`src/rtl/m3rb_pkg.sv`:
```
// ----------------------------------------------------------------------------
// m3rb_pkg
// Shared constants, codes and types of the 3x3 mask correlation block with
// replicated image borders.
// ----------------------------------------------------------------------------
package m3rb_pkg;

   // default geometry and arithmetic widths
   localparam int MAX_WIDTH_DEF   = 1024;
   localparam int MAX_HEIGHT_DEF  = 4096;
   localparam int SAMPLE_BITS_DEF = 16;
   localparam int COEF_BITS_DEF   = 16;

   // mask size: taps per row and per column
   localparam int TAPS = 3;

   // register port
   localparam int CSR_INDEX_BITS = 3;
   localparam int CSR_DATA_MIN   = 48;

   typedef enum logic [CSR_INDEX_BITS-1:0] {
      CSR_COEF_TOP     = 3'd0,
      CSR_COEF_MID     = 3'd1,
      CSR_COEF_BOT     = 3'd2,
      CSR_IMAGE_WIDTH  = 3'd3,
      CSR_IMAGE_HEIGHT = 3'd4
   } csr_index_type;

   // results caused by one sample, in the order they leave the block
   typedef enum logic [1:0] {
      SLOT_PREV_LEFT = 2'd0,   // previous row, one column behind
      SLOT_PREV_EDGE = 2'd1,   // previous row, right image edge
      SLOT_LAST_LEFT = 2'd2,   // last row itself, one column behind
      SLOT_LAST_EDGE = 2'd3    // last row itself, right image edge
   } slot_type;

   // window tap selection codes
   typedef logic [1:0] tap_sel_type;

   localparam tap_sel_type ROW_OLDER   = 2'd0;
   localparam tap_sel_type ROW_NEWER   = 2'd1;
   localparam tap_sel_type ROW_CURRENT = 2'd2;

   localparam tap_sel_type COL_LEFT  = 2'd0;
   localparam tap_sel_type COL_MID   = 2'd1;
   localparam tap_sel_type COL_RIGHT = 2'd2;

   // tap selection and framing flags of one result
   typedef struct packed {
      tap_sel_type [TAPS-1:0] rsel;
      tap_sel_type [TAPS-1:0] csel;
      logic                   run_end;
      logic                   frame_end;
   } result_tag_type;

endpackage

```
`src/rtl/m3rb_col_cell.sv`:
```
// ----------------------------------------------------------------------------
// m3rb_col_cell
// One column of the 3x3 window; loads its neighbor's column on each shift.
// ----------------------------------------------------------------------------
module m3rb_col_cell import m3rb_pkg::*; #(
   parameter int SAMPLE_BITS = SAMPLE_BITS_DEF
) (
   input  logic                          clock,
   input  logic                          shift,
   input  logic signed [SAMPLE_BITS-1:0] in_taps  [TAPS],
   output logic signed [SAMPLE_BITS-1:0] out_taps [TAPS]
);

   logic signed [SAMPLE_BITS-1:0] taps_ff [TAPS];

   // take the column from the right-hand neighbor
   always_ff @(posedge clock) begin
      if (shift) begin
         for (int k = 0; k < TAPS; k++) begin
            taps_ff[k] <= in_taps[k];
         end
      end
   end

   assign out_taps = taps_ff;

endmodule

```
`config.mk`:
```
export PLATFORM = sky130hd
export DESIGN_NAME = m3rb_col_cell
export DESIGN_NICKNAME = d
export VERILOG_FILES = /design/src/rtl/m3rb_pkg.sv /design/src/rtl/m3rb_col_cell.sv
export SDC_FILE = /design/constraint.sdc
export NUM_CORES = 1
export LEC_CHECK = 0
export BUFFER_PORTS_ARGS = -buffer_cell sky130_fd_sc_hd__clkbuf_2
export CAP_MARGIN = 10
export CORE_UTILIZATION = 45
export CTS_BUF_LIST = sky130_fd_sc_hd__clkbuf_4 sky130_fd_sc_hd__clkbuf_8
export CTS_CLUSTER_SIZE = 8
export DETAILED_ROUTE_END_ITERATION = 7
export GPL_TIMING_DRIVEN = 0
export PLACE_DENSITY = 0.87
export SLEW_MARGIN = 10
export SYNTH_ARGS = -nofsm -noshare
export SYNTH_HDL_FRONTEND = slang
export SYNTH_SLANG_ARGS = --single-unit
```
`constraint.sdc`:
```
create_clock -name clock -period 0.8 [get_ports clock]
set_input_delay 0.04 -clock clock [delete_from_list [all_inputs] [get_ports clock]]
set_output_delay 0.04 -clock clock [all_outputs]
set_load 0.01 [all_outputs]
```
Word level (Yosys, flattened, before mapping)
Cells that the tools add are included.
{ "totals": {"regBits": 48, "input_bits": 50, "out_inout_bits": 48, "elab_cells": 3} }

Depth between registers and ports, before layout
{ "logic_depth": {"ltp_word": 0, "ltp_mapped": 0, "mapped_depth_nobuf": 0} }

Least setup slack after synthesis
OpenSTA, ideal clock, no wires.
{ "synth_timing": {"path_kind": "register to output", "start": "reg taps_ff (netlist bit out_taps[0])", "end": "out out_taps[0] in the netlist's numbering", "arrival_ns": 0.394, "required_ns": 0.760, "slack_ns": 0.366, "stages_incl_launch_ff": 1, "n_path_buf": 0, "cell_sequence": "edfxtp_1"} }
{ "synth_rtl": {"columns": ["element", "line", "source"], "rows": [
  ["from (decl)", "m3rb_col_cell.sv:14", "logic signed [SAMPLE_BITS-1:0] taps_ff [TAPS];"],
  ["from (signal, indexed assignment)", "m3rb_col_cell.sv:20", "taps_ff[k] <= in_taps[k];"],
  ["to (decl)", "m3rb_col_cell.sv:11", "output logic signed [SAMPLE_BITS-1:0] out_taps [TAPS]"]
]} }
No word-level cell between the ends.

Worst setup path in the final report
{ "layout_timing": {"start": "reg taps_ff (netlist bit out_taps[44])", "end": "out out_taps[44] in the netlist's numbering"} }
No word-level cell between the ends.

==> impl_results.md <==
* Layout cells sized above 1 at 52.2%
* Area of the multi-input gates at 0 um2
* Hold Path Class: in -> reg
* Critical-path cell list: buf_2
* CTS tree: yes
* Initial Utilization at 47.2%
* IO Pins at 98
* Fin crit share at 120%
* Synth Warn # at 0
* Crit. End Element: output pin
* Cell Pwr Density at 2000 nW/um2
* EDFF count, synth at 48
* CTS H-Tree Depth at 2
* Top-area cell type share of the netlist area at 100%
* DIE AREA at 3430 um2
* Mapped cell area at 1440 um2
* Final setup viols at 48
* RSZ-0062 raised after global routing: yes
* Top cells by area, synth: edfxtp_1 (100%)
* Initial antenna violation count at 0
* Synth cell count leaders: edfxtp_1 (48)
* Die X at 58.6 um
* Die height at 58.6 um
* CTS Buf Count at 5
* Post-route DRC at 0
* CTS root buf: clkbuf_4
* 1st-iter DRT viols at 25
* Final worst setup slack at -0.161 ns
* Clk slew on worst S/H paths at 0.14 ns
* Tmin final at 0.961 ns
* Max Fclk at 1.04 GHz
* Core area at 3050 um2
* CP startpoint kind: flop
* Sequential-to-total area share from yosys stat at 100%
* Nets at 250
* Clock sinks at 48
* Syn nets at 98
* Top Family by Delay on Critical Path: flip-flops
* Post-synthesis sequential element count at 48
* Failing checks: setup timing
* WP buf/inv at 1
* Cells after Synth at 48
* Status: finished, violations left
* CP max stage delay at 0.41 ns
* Top-count cell post-synth: edfxtp_1
* Largest register FFs at 48
* Crit-path slowest cell: edfxtp_1
* Final wirelength at 3.61 mm
* Distinct cell type count after synthesis at 1
* WL/cell at 14.7 um
* Synth Flop Type: edfxtp_1
* Worst EP required at 0.76 ns
* Relative slew margins at 58.8%
* GRT Total Usage at 22.7%
* Max cap viols at 0
* Antenna Violating Nets Remaining at 0
* Largest net degree at the start of global routing at 49
* First-pass GRT wire length at 5.15 mm
* Worst-Margin Slew at 0.618 ns
* Crit Path Class: reg -> out
* Row count at 20
* Via density at 4.47
* Pins over their slew limit at 0
* Overflow after GRT at 0
* Ys async rst share at 0%
* Crit path DAT at 0.92 ns
* Util after Layout at 83.4%
* Setup TNS at -5.57 ns
* Syn Area/Cell at 30.0 um2
* Final hold vios at 0
* Vias at 1095
* Max VDD drop at 1.56 mV
* Cell type with the largest total area after synthesis: edfxtp_1
* Comb_multi_in at 0
* Number of global-route vias before repair at 1078
* Antenna cells at 0
* Critical Path Fanout Max at 1
* Area Growth Syn to Fin at 76.6%
* CTS max path bufs at 2
* I/O Buffers at 97
* GPL Wtd Cong at 0.693
* P_leak at 1.12 nW
* DR pass1 iterations at 4
-- path summary, 6_finish.rpt --
check  cells after the start           end          from  slack (ns)
max                        1  out_taps[44]  out_taps[44]       -0.16
min                        1  out_taps[47]         shift        0.35
-- per-stage QoR --
step / power, mW / instance area (um2) / setup WS [ns] / hold slack, ns / std cells
3_3_place_gp: 3.52 / 1980 / -0.420 / 0.217 / 189
5_1_grt: 5.28 / 2540 / -0.218 / 0.363 / 245
2_1_floorplan: 3.21 / 1440 / 0.366 / 0.139 / 48
4_1_cts: 5.12 / 2540 / -0.167 / 0.346 / 245
6_report: 5.10 / 2540 / -0.161 / 0.353 / 245
3_5_place_dp: 3.55 / 1980 / -0.504 / 0.219 / 189
-- layout make-up --
cell class	count	area, um2
repair buffers	145	968
clock buffers	6	45.0
fillers	183	508
well taps	44	55.1
clock inverters	2	35.0
flip-flops and latches	48	1440
-- routing by layer --
| metal | up-vias | part of all wire, % | GRT usage [%] |
|---|---|---|---|
| met5 | - | 0 | 0 |
| met4 | 0 | 2.1 | 11.6 |
| met3 | 8 | 6.7 | 8.57 |
| met2 | 62 | 58 | 42.9 |
| met1 | 528 | 33 | 20.8 |
| li1 | 497 | - | - |
-- cell families after synthesis --
kind of cell  synth area share, %
DFF                           100
-- power breakdown --
part | switching [mW] | internal, mW
Combinational | 0.290 | 0.357
Clock | 0.718 | 0.690
Sequential | 0.0572 | 2.99
-- timing repair --
item                                    4_1_cts  5_1_grt
hold buffers                                 48        0
cloned                                        0        0
endpoints found under the hold margin        48        0
endpoints found under the setup margin       96       48
pin swaps                                     0        0
resized for setup                             1        5
buffers inserted                              0        0
-- cells in the final DEF, fill, tap and decap left out --
cell type      count
dlygate4sd3_1     48
clkbuf_2          91
edfxtp_1          48
clkinv_2           1
clkbuf_4           7
bufinv_16          1
buf_2              5
No activity file was read; power rests on OpenSTA's default activity.
